<file path="config.mk">
export PLATFORM = sky130hd
export DESIGN_NAME = sorted_priority_queue_flat
export DESIGN_NICKNAME = d
export VERILOG_FILES = /design/src/hdl/spq_pkg.sv /design/src/hdl/spq_ifs.sv /design/src/hdl/sorted_priority_queue.sv /design/src/hdl/spq_ctrl.sv /design/src/hdl/spq_dp.sv /design/src/flat_wrapper.sv
export SDC_FILE = /design/constraint.sdc
export NUM_CORES = 2
export LEC_CHECK = 0
export BUFFER_PORTS_ARGS = -buffer_cell sky130_fd_sc_hd__buf_2
export CORE_MARGIN = 3
export CORE_UTILIZATION = 45
export DETAILED_ROUTE_END_ITERATION = 10
export HOLD_SLACK_MARGIN = 0.15
export SLEW_MARGIN = 15
export SYNTH_ARGS = -nofsm -noshare
export SYNTH_HDL_FRONTEND = slang
export SYNTH_SLANG_ARGS = --single-unit
</file>
<file path="constraint.sdc">
create_clock -name clk -period 22.8 [get_ports clk]
set_input_delay 4.56 -clock clk [delete_from_list [all_inputs] [get_ports clk]]
set_output_delay 4.56 -clock clk [all_outputs]
set_load 0.02 [all_outputs]
</file>
<file path="src/hdl/spq_pkg.sv">
// ----------------------------------------------------------------------------
// spq_pkg
// Shared constants, codes and control types of the sorted priority queue.
// ----------------------------------------------------------------------------
package spq_pkg;

	localparam int CAPACITY    = 16;
	localparam int PRIO_WIDTH  = 16;
	localparam int VALUE_WIDTH = 32;
	localparam int CNT_WIDTH   = $clog2(CAPACITY + 1);

	typedef enum logic [1:0] {
		REQ_INSERT = 2'd0,
		REQ_REMOVE = 2'd1,
		REQ_CLEAR  = 2'd2
	} req_code_t;

	typedef enum logic {
		ST_IDLE = 1'b0,
		ST_EXEC = 1'b1
	} state_t;

	typedef struct packed {
		logic load;
		logic exec;
	} spq_cmd_t;

	typedef struct packed {
		logic rsp_free;
	} spq_sts_t;

endpackage

</file>
<file path="src/hdl/spq_ifs.sv">
// ----------------------------------------------------------------------------
// spq_ifs
// Request, response and configuration channels of the sorted priority queue.
// ----------------------------------------------------------------------------
interface spq_req_if;
	logic                            valid;
	logic                            ready;
	logic [1:0]                      req_type;
	logic [spq_pkg::PRIO_WIDTH-1:0]  priority_req;
	logic [spq_pkg::VALUE_WIDTH-1:0] value;

	modport source (output valid, req_type, priority_req, value, input ready);
	modport sink   (input valid, req_type, priority_req, value, output ready);
endinterface

interface spq_rsp_if;
	logic                            valid;
	logic                            ready;
	logic                            ok;
	logic [spq_pkg::PRIO_WIDTH-1:0]  out_priority;
	logic [spq_pkg::VALUE_WIDTH-1:0] out_value;
	logic [spq_pkg::CNT_WIDTH-1:0]   count;
	logic                            is_empty;

	modport source (output valid, ok, out_priority, out_value, count, is_empty,
		input ready);
	modport sink   (input valid, ok, out_priority, out_value, count, is_empty,
		output ready);
endinterface

interface spq_cfg_if;
	logic valid;
	logic ready;
	logic order_descending;

	modport source (output valid, order_descending, input ready);
	modport sink   (input valid, order_descending, output ready);
endinterface

</file>
<file path="src/hdl/sorted_priority_queue.sv">
// An accepted item is held in the request register and, once the response register is free, executed into it.
// The controller alternates idle and execute states, so a new item is taken
//   only after the last one has executed; all slots compare and shift in parallel.
// A stalled response holds the next item in the execute state.
// Reset: count cleared, ascending order; slot contents are left as is.
// ----------------------------------------------------------------------------
// sorted_priority_queue
// Bounded priority queue kept sorted in shift-register slots; insert,
// remove head and clear, equal priorities served first in, first out.
// ----------------------------------------------------------------------------
module sorted_priority_queue (
	input  logic      clk,
	input  logic      arst_n,
	spq_req_if.sink   req,
	spq_rsp_if.source rsp,
	spq_cfg_if.sink   cfg
);

	spq_pkg::spq_cmd_t cmd;
	spq_pkg::spq_sts_t sts;

	assign cfg.ready = 1'b1;

	spq_ctrl u_ctrl (
		.clk       (clk),
		.arst_n    (arst_n),
		.req_valid (req.valid),
		.req_ready (req.ready),
		.sts       (sts),
		.cmd       (cmd)
	);

	spq_dp u_dp (
		.clk          (clk),
		.arst_n       (arst_n),
		.cmd          (cmd),
		.sts          (sts),
		.cfg_we       (cfg.valid),
		.cfg_order    (cfg.order_descending),
		.req_type     (req.req_type),
		.priority_req (req.priority_req),
		.value        (req.value),
		.rsp_ready    (rsp.ready),
		.rsp_valid    (rsp.valid),
		.ok           (rsp.ok),
		.out_priority (rsp.out_priority),
		.out_value    (rsp.out_value),
		.count        (rsp.count),
		.is_empty     (rsp.is_empty)
	);

endmodule

</file>
<file path="src/hdl/spq_ctrl.sv">
// ----------------------------------------------------------------------------
// spq_ctrl
// Controller: takes an item, then runs it through the datapath once the
// response register is free.
// ----------------------------------------------------------------------------
module spq_ctrl (
	input  logic              clk,
	input  logic              arst_n,
	input  logic              req_valid,
	output logic              req_ready,
	input  spq_pkg::spq_sts_t sts,
	output spq_pkg::spq_cmd_t cmd
);

	spq_pkg::state_t state_q;
	spq_pkg::state_t state_nxt;

	always_ff @(posedge clk or negedge arst_n) begin
		if (!arst_n) begin
			state_q <= spq_pkg::ST_IDLE;
		end else begin
			state_q <= state_nxt;
		end
	end

	always_comb begin
		state_nxt = state_q;
		unique case (state_q)
			spq_pkg::ST_IDLE: begin
				if (req_valid) state_nxt = spq_pkg::ST_EXEC;
			end
			spq_pkg::ST_EXEC: begin
				if (sts.rsp_free) state_nxt = spq_pkg::ST_IDLE;
			end
			default: state_nxt = spq_pkg::ST_IDLE;
		endcase
	end

	always_comb begin
		req_ready = 1'b0;
		cmd       = '0;
		unique case (state_q)
			spq_pkg::ST_IDLE: begin
				req_ready = 1'b1;
				cmd.load  = req_valid;
			end
			spq_pkg::ST_EXEC: begin
				cmd.exec = sts.rsp_free;
			end
			default: begin
				req_ready = 1'b0;
			end
		endcase
	end

	a_load_then_exec: assert property (@(posedge clk) disable iff (!arst_n)
		cmd.load |=> state_q == spq_pkg::ST_EXEC)
		else $error("accepted item did not move controller to execute");

	a_hold_when_blocked: assert property (@(posedge clk) disable iff (!arst_n)
		state_q == spq_pkg::ST_EXEC && !sts.rsp_free |=> state_q == spq_pkg::ST_EXEC)
		else $error("item dropped while response register was busy");

	a_exec_when_free: assert property (@(posedge clk) disable iff (!arst_n)
		cmd.exec |-> state_q == spq_pkg::ST_EXEC && sts.rsp_free)
		else $error("execute issued while response register was busy");

endmodule

</file>
<file path="src/hdl/spq_dp.sv">
// ----------------------------------------------------------------------------
// spq_dp
// Datapath: request register, sorted shift-register slots with one
// comparator per slot, order register and response register.
// ----------------------------------------------------------------------------
module spq_dp (
	input  logic                            clk,
	input  logic                            arst_n,
	input  spq_pkg::spq_cmd_t               cmd,
	output spq_pkg::spq_sts_t               sts,
	input  logic                            cfg_we,
	input  logic                            cfg_order,
	input  logic [1:0]                      req_type,
	input  logic [spq_pkg::PRIO_WIDTH-1:0]  priority_req,
	input  logic [spq_pkg::VALUE_WIDTH-1:0] value,
	input  logic                            rsp_ready,
	output logic                            rsp_valid,
	output logic                            ok,
	output logic [spq_pkg::PRIO_WIDTH-1:0]  out_priority,
	output logic [spq_pkg::VALUE_WIDTH-1:0] out_value,
	output logic [spq_pkg::CNT_WIDTH-1:0]   count,
	output logic                            is_empty
);

	localparam int CAP = spq_pkg::CAPACITY;
	localparam int PW  = spq_pkg::PRIO_WIDTH;
	localparam int VW  = spq_pkg::VALUE_WIDTH;
	localparam int CW  = spq_pkg::CNT_WIDTH;

	logic [1:0]    req_type_q;
	logic [PW-1:0] prio_q;
	logic [VW-1:0] value_q;
	logic          order_q;
	logic [CW-1:0] count_q;
	logic [PW-1:0] prio_slot_q [CAP];
	logic [VW-1:0] val_slot_q  [CAP];

	logic          rsp_valid_q;
	logic          ok_q;
	logic [PW-1:0] out_prio_q;
	logic [VW-1:0] out_val_q;
	logic [CW-1:0] out_cnt_q;
	logic          empty_q;

	logic [CAP-1:0] goes_first;
	logic [CAP-1:0] seen;
	logic [CAP-1:0] take_new;
	logic [CAP-1:0] shift_in;
	logic           any_first;
	logic           full;
	logic           empty;

	logic          ok_nxt;
	logic [PW-1:0] prio_nxt;
	logic [VW-1:0] val_nxt;
	logic [CW-1:0] cnt_nxt;
	logic          do_insert;
	logic          do_remove;

	always_ff @(posedge clk) begin
		if (cmd.load) begin
			req_type_q <= req_type;
			prio_q     <= priority_req;
			value_q    <= value;
		end
	end

	always_ff @(posedge clk or negedge arst_n) begin
		if (!arst_n) begin
			order_q <= 1'b0;
		end else if (cfg_we) begin
			order_q <= cfg_order;
		end
	end

	assign full  = (count_q == CW'(CAP));
	assign empty = (count_q == '0);

	// per-slot compare, then first-hit search from the head
	always_comb begin
		logic acc;
		acc = 1'b0;
		for (int i = 0; i < CAP; i++) begin
			goes_first[i] = (CW'(i) < count_q) &&
				(order_q ? (prio_q > prio_slot_q[i]) : (prio_q < prio_slot_q[i]));
			seen[i]       = acc;
			acc           = acc | goes_first[i];
		end
		any_first = acc;
		for (int i = 0; i < CAP; i++) begin
			take_new[i] = (goes_first[i] && !seen[i]) || (!any_first && CW'(i) == count_q);
			shift_in[i] = seen[i] && (CW'(i) <= count_q);
		end
	end

	always_comb begin
		ok_nxt    = 1'b0;
		cnt_nxt   = count_q;
		prio_nxt  = empty ? '0 : prio_slot_q[0];
		val_nxt   = empty ? '0 : val_slot_q[0];
		do_insert = 1'b0;
		do_remove = 1'b0;
		unique case (spq_pkg::req_code_t'(req_type_q))
			spq_pkg::REQ_INSERT: begin
				if (!full) begin
					ok_nxt    = 1'b1;
					do_insert = 1'b1;
					cnt_nxt   = CW'(count_q + 1'b1);
					if (take_new[0]) begin
						prio_nxt = prio_q;
						val_nxt  = value_q;
					end
				end
			end
			spq_pkg::REQ_REMOVE: begin
				if (!empty) begin
					ok_nxt    = 1'b1;
					do_remove = 1'b1;
					cnt_nxt   = CW'(count_q - 1'b1);
				end
			end
			spq_pkg::REQ_CLEAR: begin
				ok_nxt   = 1'b1;
				cnt_nxt  = '0;
				prio_nxt = '0;
				val_nxt  = '0;
			end
			default: begin
				ok_nxt = 1'b0;
			end
		endcase
	end

	always_ff @(posedge clk or negedge arst_n) begin
		if (!arst_n) begin
			count_q <= '0;
		end else if (cmd.exec) begin
			count_q <= cnt_nxt;
		end
	end

	for (genvar g = 0; g < CAP; g++) begin : g_slot
		always_ff @(posedge clk) begin
			if (cmd.exec) begin
				if (do_insert) begin
					if (take_new[g]) begin
						prio_slot_q[g] <= prio_q;
						val_slot_q[g]  <= value_q;
					end else if (shift_in[g]) begin
						if (g > 0) begin
							prio_slot_q[g] <= prio_slot_q[(g > 0) ? g - 1 : 0];
							val_slot_q[g]  <= val_slot_q[(g > 0) ? g - 1 : 0];
						end
					end
				end else if (do_remove) begin
					if (g < CAP - 1) begin
						prio_slot_q[g] <= prio_slot_q[(g < CAP - 1) ? g + 1 : g];
						val_slot_q[g]  <= val_slot_q[(g < CAP - 1) ? g + 1 : g];
					end
				end
			end
		end
	end

	assign sts.rsp_free = !rsp_valid_q || rsp_ready;

	always_ff @(posedge clk or negedge arst_n) begin
		if (!arst_n) begin
			rsp_valid_q <= 1'b0;
		end else if (cmd.exec) begin
			rsp_valid_q <= 1'b1;
		end else if (rsp_ready) begin
			rsp_valid_q <= 1'b0;
		end
	end

	always_ff @(posedge clk) begin
		if (cmd.exec) begin
			ok_q       <= ok_nxt;
			out_prio_q <= prio_nxt;
			out_val_q  <= val_nxt;
			out_cnt_q  <= cnt_nxt;
			empty_q    <= (cnt_nxt == '0);
		end
	end

	assign rsp_valid    = rsp_valid_q;
	assign ok           = ok_q;
	assign out_priority = out_prio_q;
	assign out_value    = out_val_q;
	assign count        = out_cnt_q;
	assign is_empty     = empty_q;

	a_count_bound: assert property (@(posedge clk) disable iff (!arst_n)
		count_q <= CW'(CAP))
		else $error("entry count above capacity");

	a_remove_count: assert property (@(posedge clk) disable iff (!arst_n)
		cmd.exec && req_type_q == spq_pkg::REQ_REMOVE && count_q != '0
		|=> count_q == $past(count_q) - 1'b1)
		else $error("remove did not drop one entry");

	a_clear_count: assert property (@(posedge clk) disable iff (!arst_n)
		cmd.exec && req_type_q == spq_pkg::REQ_CLEAR |=> count_q == '0 && empty_q)
		else $error("clear left entries");

endmodule
</file>
<file path="src/flat_wrapper.sv">
// flat-port wrapper written by rule: the top's interface ports become plain ports
module sorted_priority_queue_flat 
  (clk, arst_n, req_valid, req_req_type, req_priority_req, req_value, req_ready, rsp_valid, rsp_ok, rsp_out_priority, rsp_out_value, rsp_count, rsp_is_empty, rsp_ready, cfg_valid, cfg_order_descending, cfg_ready);
  spq_req_if req_i ();
  spq_rsp_if rsp_i ();
  spq_cfg_if cfg_i ();
  input  logic clk;
  input  logic arst_n;
  input wire logic [$bits(req_i.valid)-1:0] req_valid;
  input wire logic [$bits(req_i.req_type)-1:0] req_req_type;
  input wire logic [$bits(req_i.priority_req)-1:0] req_priority_req;
  input wire logic [$bits(req_i.value)-1:0] req_value;
  output wire logic [$bits(req_i.ready)-1:0] req_ready;
  output wire logic [$bits(rsp_i.valid)-1:0] rsp_valid;
  output wire logic [$bits(rsp_i.ok)-1:0] rsp_ok;
  output wire logic [$bits(rsp_i.out_priority)-1:0] rsp_out_priority;
  output wire logic [$bits(rsp_i.out_value)-1:0] rsp_out_value;
  output wire logic [$bits(rsp_i.count)-1:0] rsp_count;
  output wire logic [$bits(rsp_i.is_empty)-1:0] rsp_is_empty;
  input wire logic [$bits(rsp_i.ready)-1:0] rsp_ready;
  input wire logic [$bits(cfg_i.valid)-1:0] cfg_valid;
  input wire logic [$bits(cfg_i.order_descending)-1:0] cfg_order_descending;
  output wire logic [$bits(cfg_i.ready)-1:0] cfg_ready;
  assign req_i.valid = req_valid;
  assign req_i.req_type = req_req_type;
  assign req_i.priority_req = req_priority_req;
  assign req_i.value = req_value;
  assign req_ready = req_i.ready;
  assign rsp_valid = rsp_i.valid;
  assign rsp_ok = rsp_i.ok;
  assign rsp_out_priority = rsp_i.out_priority;
  assign rsp_out_value = rsp_i.out_value;
  assign rsp_count = rsp_i.count;
  assign rsp_is_empty = rsp_i.is_empty;
  assign rsp_i.ready = rsp_ready;
  assign cfg_i.valid = cfg_valid;
  assign cfg_i.order_descending = cfg_order_descending;
  assign cfg_ready = cfg_i.ready;
  sorted_priority_queue u_core (.clk(clk), .arst_n(arst_n), .req(req_i), .rsp(rsp_i), .cfg(cfg_i));
endmodule
</file>
==> results by stage <==
STA:
- The actual transition at the worst max-transition pin is about 1.2 ns.
- The share of the clock period used by the worst path after layout is 36.3%.
- The total count of max-transition violations in the final report is 0.
- The shortest period the worst path allows is between 8 and 9 ns.
- Static timing analysis puts the maximum clock frequency at approximately 0.12 GHz.
- The worst max-slew margin expressed relative to the limit is 21.2%.
- On the final layout, the worst clock skew is roughly 0.026 ns.
- The number of endpoints with negative hold slack in the final report is 0.
- The sum of negative setup slack is 0 ns.
- Setup repair after global routing left no endpoint under its margin.
- Setup violations remaining at the end of the flow were counted as 0.

Yosys:
- The most used flip-flop cell after synthesis is sky130_fd_sc_hd__edfxtp_1.
- In the post-synthesis netlist, the biggest area contributors are sky130_fd_sc_hd__edfxtp_1, sky130_fd_sc_hd__mux2i_1, sky130_fd_sc_hd__nand2_1, sky130_fd_sc_hd__ha_1, sky130_fd_sc_hd__o21ai_0.
- Synthesis produced 4531 cells.
- The synthesis-stage register bit count is 881.
- The proportion of netlist area held by the largest area contributor is between 50 and 60%.
- Each instance of the synthesized netlist takes up on average roughly 11 sq um.
- The share of flip-flops with an asynchronous set or reset is 0.908%.
- In this run, synthesis inferred about 870 flip-flops with an integrated enable.
- After synthesis, flip-flops and latches occupy between 50% and 60% of the total area.
- Yosys printed 0 warnings.
- The distinct cell type count of the synthesized netlist is 78.
- The mapped netlist covers 49100 sq um.
- The synthesized netlist net count is a little under 5000.
- The library cell with the largest summed area after synthesis is sky130_fd_sc_hd__edfxtp_1.

Worst setup path:
- The highest fanout seen on the critical path is between 70 and 80.
- The kind of end point of the critical path is a flip-flop.
- Data on the critical path arrives at its endpoint at ~8.7 ns.
- The type of element launching the critical path is a primary input.
- Data on the critical path is required at its endpoint by 23.16 ns.
- The worst setup path is of the in -> reg kind.

Detailed routing:
- Across all layers, the routed design uses between 30000 and 40000 vias.
- The detailed-router iteration count before antenna repair is 6.
- In the routed layout, each cell is associated on average with a via count of ~6.
- The wire length per cell after detailed routing is 24.6 um.
- The total DRC errors in the routed layout is 0.
- Once detail routing completed, the nets flagged for antenna violations numbered 0.
- For this block, the initial DRC count from the detailed router was between 3000 and 4000.
- The routed design has 148 mm of wire.

Clocking:
- The clock latency at the later pin of the worst-skew pair is slightly below 0.7 ns.
- The H-tree depth is 3.
- The clock-pin slew reported for the worst setup and hold paths after clock tree synthesis is approximately 0.06 ns.
- The number of buffers added to fix hold violations after cts is 0.
- The CTS root buffer is sky130_fd_sc_hd__clkbuf_16.
- The number of CTS-inserted buffers is 100.
- Once the clock tree was built, the setup fixing pass inserted 0 buffers.
- The clock tree buffer depth is 3.
- After clock tree synthesis, the repair step resized 0 gates.
- The TritonCTS clock tree is done.
- The count of clock tree sinks is 881.

Global route:
- The maximum number of pins on one net before global-route repair is ~260.
- The overall routing resource usage is 25.7%.
- The first global-routing pass estimated approximately 220 mm of wire.
- The global-route congestion overflow total is 0.
- The via count of the first global-routing pass came to 34382.
- The initial antenna violation count is 2.

Final layout:
- The filler cells instantiated in the layout total 9639.
- In the final layout, the share of cells above drive strength 1 is 9.46%.
- The area growth from synthesis to layout is 10.2%.
- The utilization after layout is between 50% and 60%.
- The count of inserted antenna diode cells is 0.
- The final layout contains roughly 4800 nets.

Placed design:
- The HPWL after detailed placement is about 93 mm.
- The number of buffer cells added on primary ports is 112.
- The congestion estimate from routability-driven global placement came to slightly below 0.9.

Die:
- approximately 110 I/O pins were placed.
- From left edge to right edge, the die measures ~340 um.
- The die span in y is roughly 340 um.
- For this configuration, the core starts out at a cell density of a little under half.
- In this run the core area contains 120 standard-cell rows.
- The core region is around 110000 sq um.
- The floorplan die area is 113000 sq um.

Power:
- The worst-case IR drop observed on VDD is about 0.000063 V.
- Power spread over the standard cell area amounts to 110 nW/um^2.
- The static leakage is 20.7 nW.

Status:
- The flow ran to the end, and the final reports show no timing, DRC or antenna violations.

Run:
- The count of max-cap constraint violations is 0.

Min path:
- The tightest min-delay check is of the reg -> reg type.
-- critical path: stages --
cell and delay [ns]:
sky130_fd_sc_hd__buf_2 0.09, sky130_fd_sc_hd__nand2b_1 0.16, sky130_fd_sc_hd__nand2_1 0.40, sky130_fd_sc_hd__inv_4 0.36
sky130_fd_sc_hd__nand2_4 0.65, sky130_fd_sc_hd__buf_4 0.79, sky130_fd_sc_hd__buf_4 0.76, sky130_fd_sc_hd__o21ai_4 0.37
sky130_fd_sc_hd__buf_4 0.42
-- cell type report --
class / instances / area [sq um] / share of cell area [%]
clock buffer: 129 / 2690 / 4.98
clock inverter: 52 / 453 / 0.838
inverter: 259 / 975 / 1.80
multi-input combinational: 3072 / 20600 / 38.0
sequential: 881 / 26400 / 48.9
tap: 1403 / 1760 / 3.25
timing repair buffer: 195 / 1210 / 2.24
-- cells in the mapped netlist, types with 3 or more instances --
cell type and instances:
sky130_fd_sc_hd__nand2_1 893, sky130_fd_sc_hd__edfxtp_1 873, sky130_fd_sc_hd__mux2i_1 493, sky130_fd_sc_hd__o21ai_0 489, sky130_fd_sc_hd__ha_1 261, sky130_fd_sc_hd__inv_1 257
sky130_fd_sc_hd__clkbuf_1 229, sky130_fd_sc_hd__a21oi_1 168, sky130_fd_sc_hd__nor2_1 131, sky130_fd_sc_hd__o211ai_1 107, sky130_fd_sc_hd__o221ai_1 67, sky130_fd_sc_hd__buf_2 61
sky130_fd_sc_hd__nand3_1 52, sky130_fd_sc_hd__a22o_1 50, sky130_fd_sc_hd__nand4_1 40, sky130_fd_sc_hd__mux2_2 33, sky130_fd_sc_hd__o21ai_1 32, sky130_fd_sc_hd__a21o_1 30
sky130_fd_sc_hd__mux2_4 20, sky130_fd_sc_hd__nor3_1 20, sky130_fd_sc_hd__nor2b_1 16, sky130_fd_sc_hd__o21a_1 16, sky130_fd_sc_hd__a211oi_1 15, sky130_fd_sc_hd__buf_1 11
sky130_fd_sc_hd__or3_1 11, sky130_fd_sc_hd__and3_1 10, sky130_fd_sc_hd__buf_4 9, sky130_fd_sc_hd__buf_6 9, sky130_fd_sc_hd__nand2b_1 9, sky130_fd_sc_hd__a31oi_1 8
sky130_fd_sc_hd__dfrtp_1 8, sky130_fd_sc_hd__nor4_1 8, sky130_fd_sc_hd__and2_1 7, sky130_fd_sc_hd__a221o_1 6, sky130_fd_sc_hd__a211o_1 5, sky130_fd_sc_hd__a221oi_1 5
sky130_fd_sc_hd__o31ai_1 5, sky130_fd_sc_hd__a2111oi_0 4, sky130_fd_sc_hd__a311o_1 4, sky130_fd_sc_hd__and4_1 4, sky130_fd_sc_hd__o22ai_1 4, sky130_fd_sc_hd__or4_1 4
sky130_fd_sc_hd__a311oi_1 3, sky130_fd_sc_hd__o311ai_0 3
-- kinds of logic (layout without fill, tap and decap cells) --
| kind of cell | Yosys count | in the layout | synth area share (%) |
|---|---|---|---|
| buffers and inverters | 578 | 635 | 4.79 |
| AND/OR/NAND/NOR | 1215 | 1215 | 10.2 |
| adder cells (fa/ha/maj) | 261 | 261 | 6.66 |
| multiplexers | 546 | 546 | 11.4 |
| XOR/XNOR | 2 | 2 | 0.0357 |
| flip-flops | 881 | 881 | 53.9 |
| other | 1 | 1 | 0.00765 |
| AO/OA/AOI/OAI | 1047 | 1047 | 13.0 |
-- per-layer routing --
layer	GRT usage, %	up-vias	routed length [um]
met3	3.09	269	9650
met4	9.09	6	5090
met2	41.9	1287	69000
met1	35.5	17594	63800
li1	-	16533	-
met5	0	-	46
-- through the flow --
step                hold WS, ns  cells  instance area [sq um]  setup slack (ns)  power, mW
global route              0.560   5991                  54100             14.27       6.25
finish                    0.518   5991                  54100             14.51       5.95
CTS                       0.513   5991                  54100             14.53       5.97
floorplan                 0.506   4531                  49100             11.22       3.70
detailed placement        0.497   5810                  50900             13.80       4.38
global placement          0.517   5810                  50900             13.85       4.35
-- power breakdown --
part,internal [mW],switching [mW]
Combinational,0.573,1.23
Sequential,2.34,0.232
Clock,0.909,0.674
-- cells in the final DEF (no fill, tap or decap), drive strengths merged, types with 8 or more instances in the layout --
cell type  instances
a21o              30
clkbuf           129
clkinv            42
nor4               8
o211ai           109
a21oi            168
o21a              16
mux2              53
nor2b             16
nand4             40
a22o              50
inv              260
nor3              21
or3               12
nand3             52
o221ai            67
ha               261
nand2b             9
nor2             132
and3              10
dfrtp              8
nand2            893
a211oi            16
o21ai            521
mux2i            493
a31oi              8
buf              195
edfxtp           873
-- state kept, by name, summed over array words and instances, names as in the netlist --
register                  flops
u_core.u_dp.ok                1
u_core.u_dp.order_q           1
u_core.u_dp.val_slot_q      512
u_core.u_dp.rsp_valid         1
u_core.u_dp.count_q           5
u_core.u_dp.out_value        32
u_core.u_dp.value_q          32
u_core.u_dp.out_priority     16
u_core.u_dp.is_empty          1
u_core.u_dp.prio_q           16
u_core.u_dp.req_type_q        2
u_core.u_ctrl.state_q         1
u_core.u_dp.count             5
u_core.u_dp.prio_slot_q     256
-- worst paths after layout --
path                                       start                              to  slack, ns  depth (start not counted)
min in group asynchronous                 arst_n          u_core.u_dp.count_q[2]       3.77                          1
min                        u_core.u_dp.rsp_valid           u_core.u_dp.rsp_valid       0.52                          2
min reg2reg                u_core.u_dp.rsp_valid           u_core.u_dp.rsp_valid       0.52                          2
max                                    rsp_ready  u_core.u_dp.prio_slot_q[0][59]      14.51                          9
max in group asynchronous                 arst_n          u_core.u_dp.count_q[4]      18.79                          1
max reg2reg                u_core.u_dp.prio_q[0]   u_core.u_dp.val_slot_q[1][45]      16.03                         14
(Power assumes the default switching activity.)
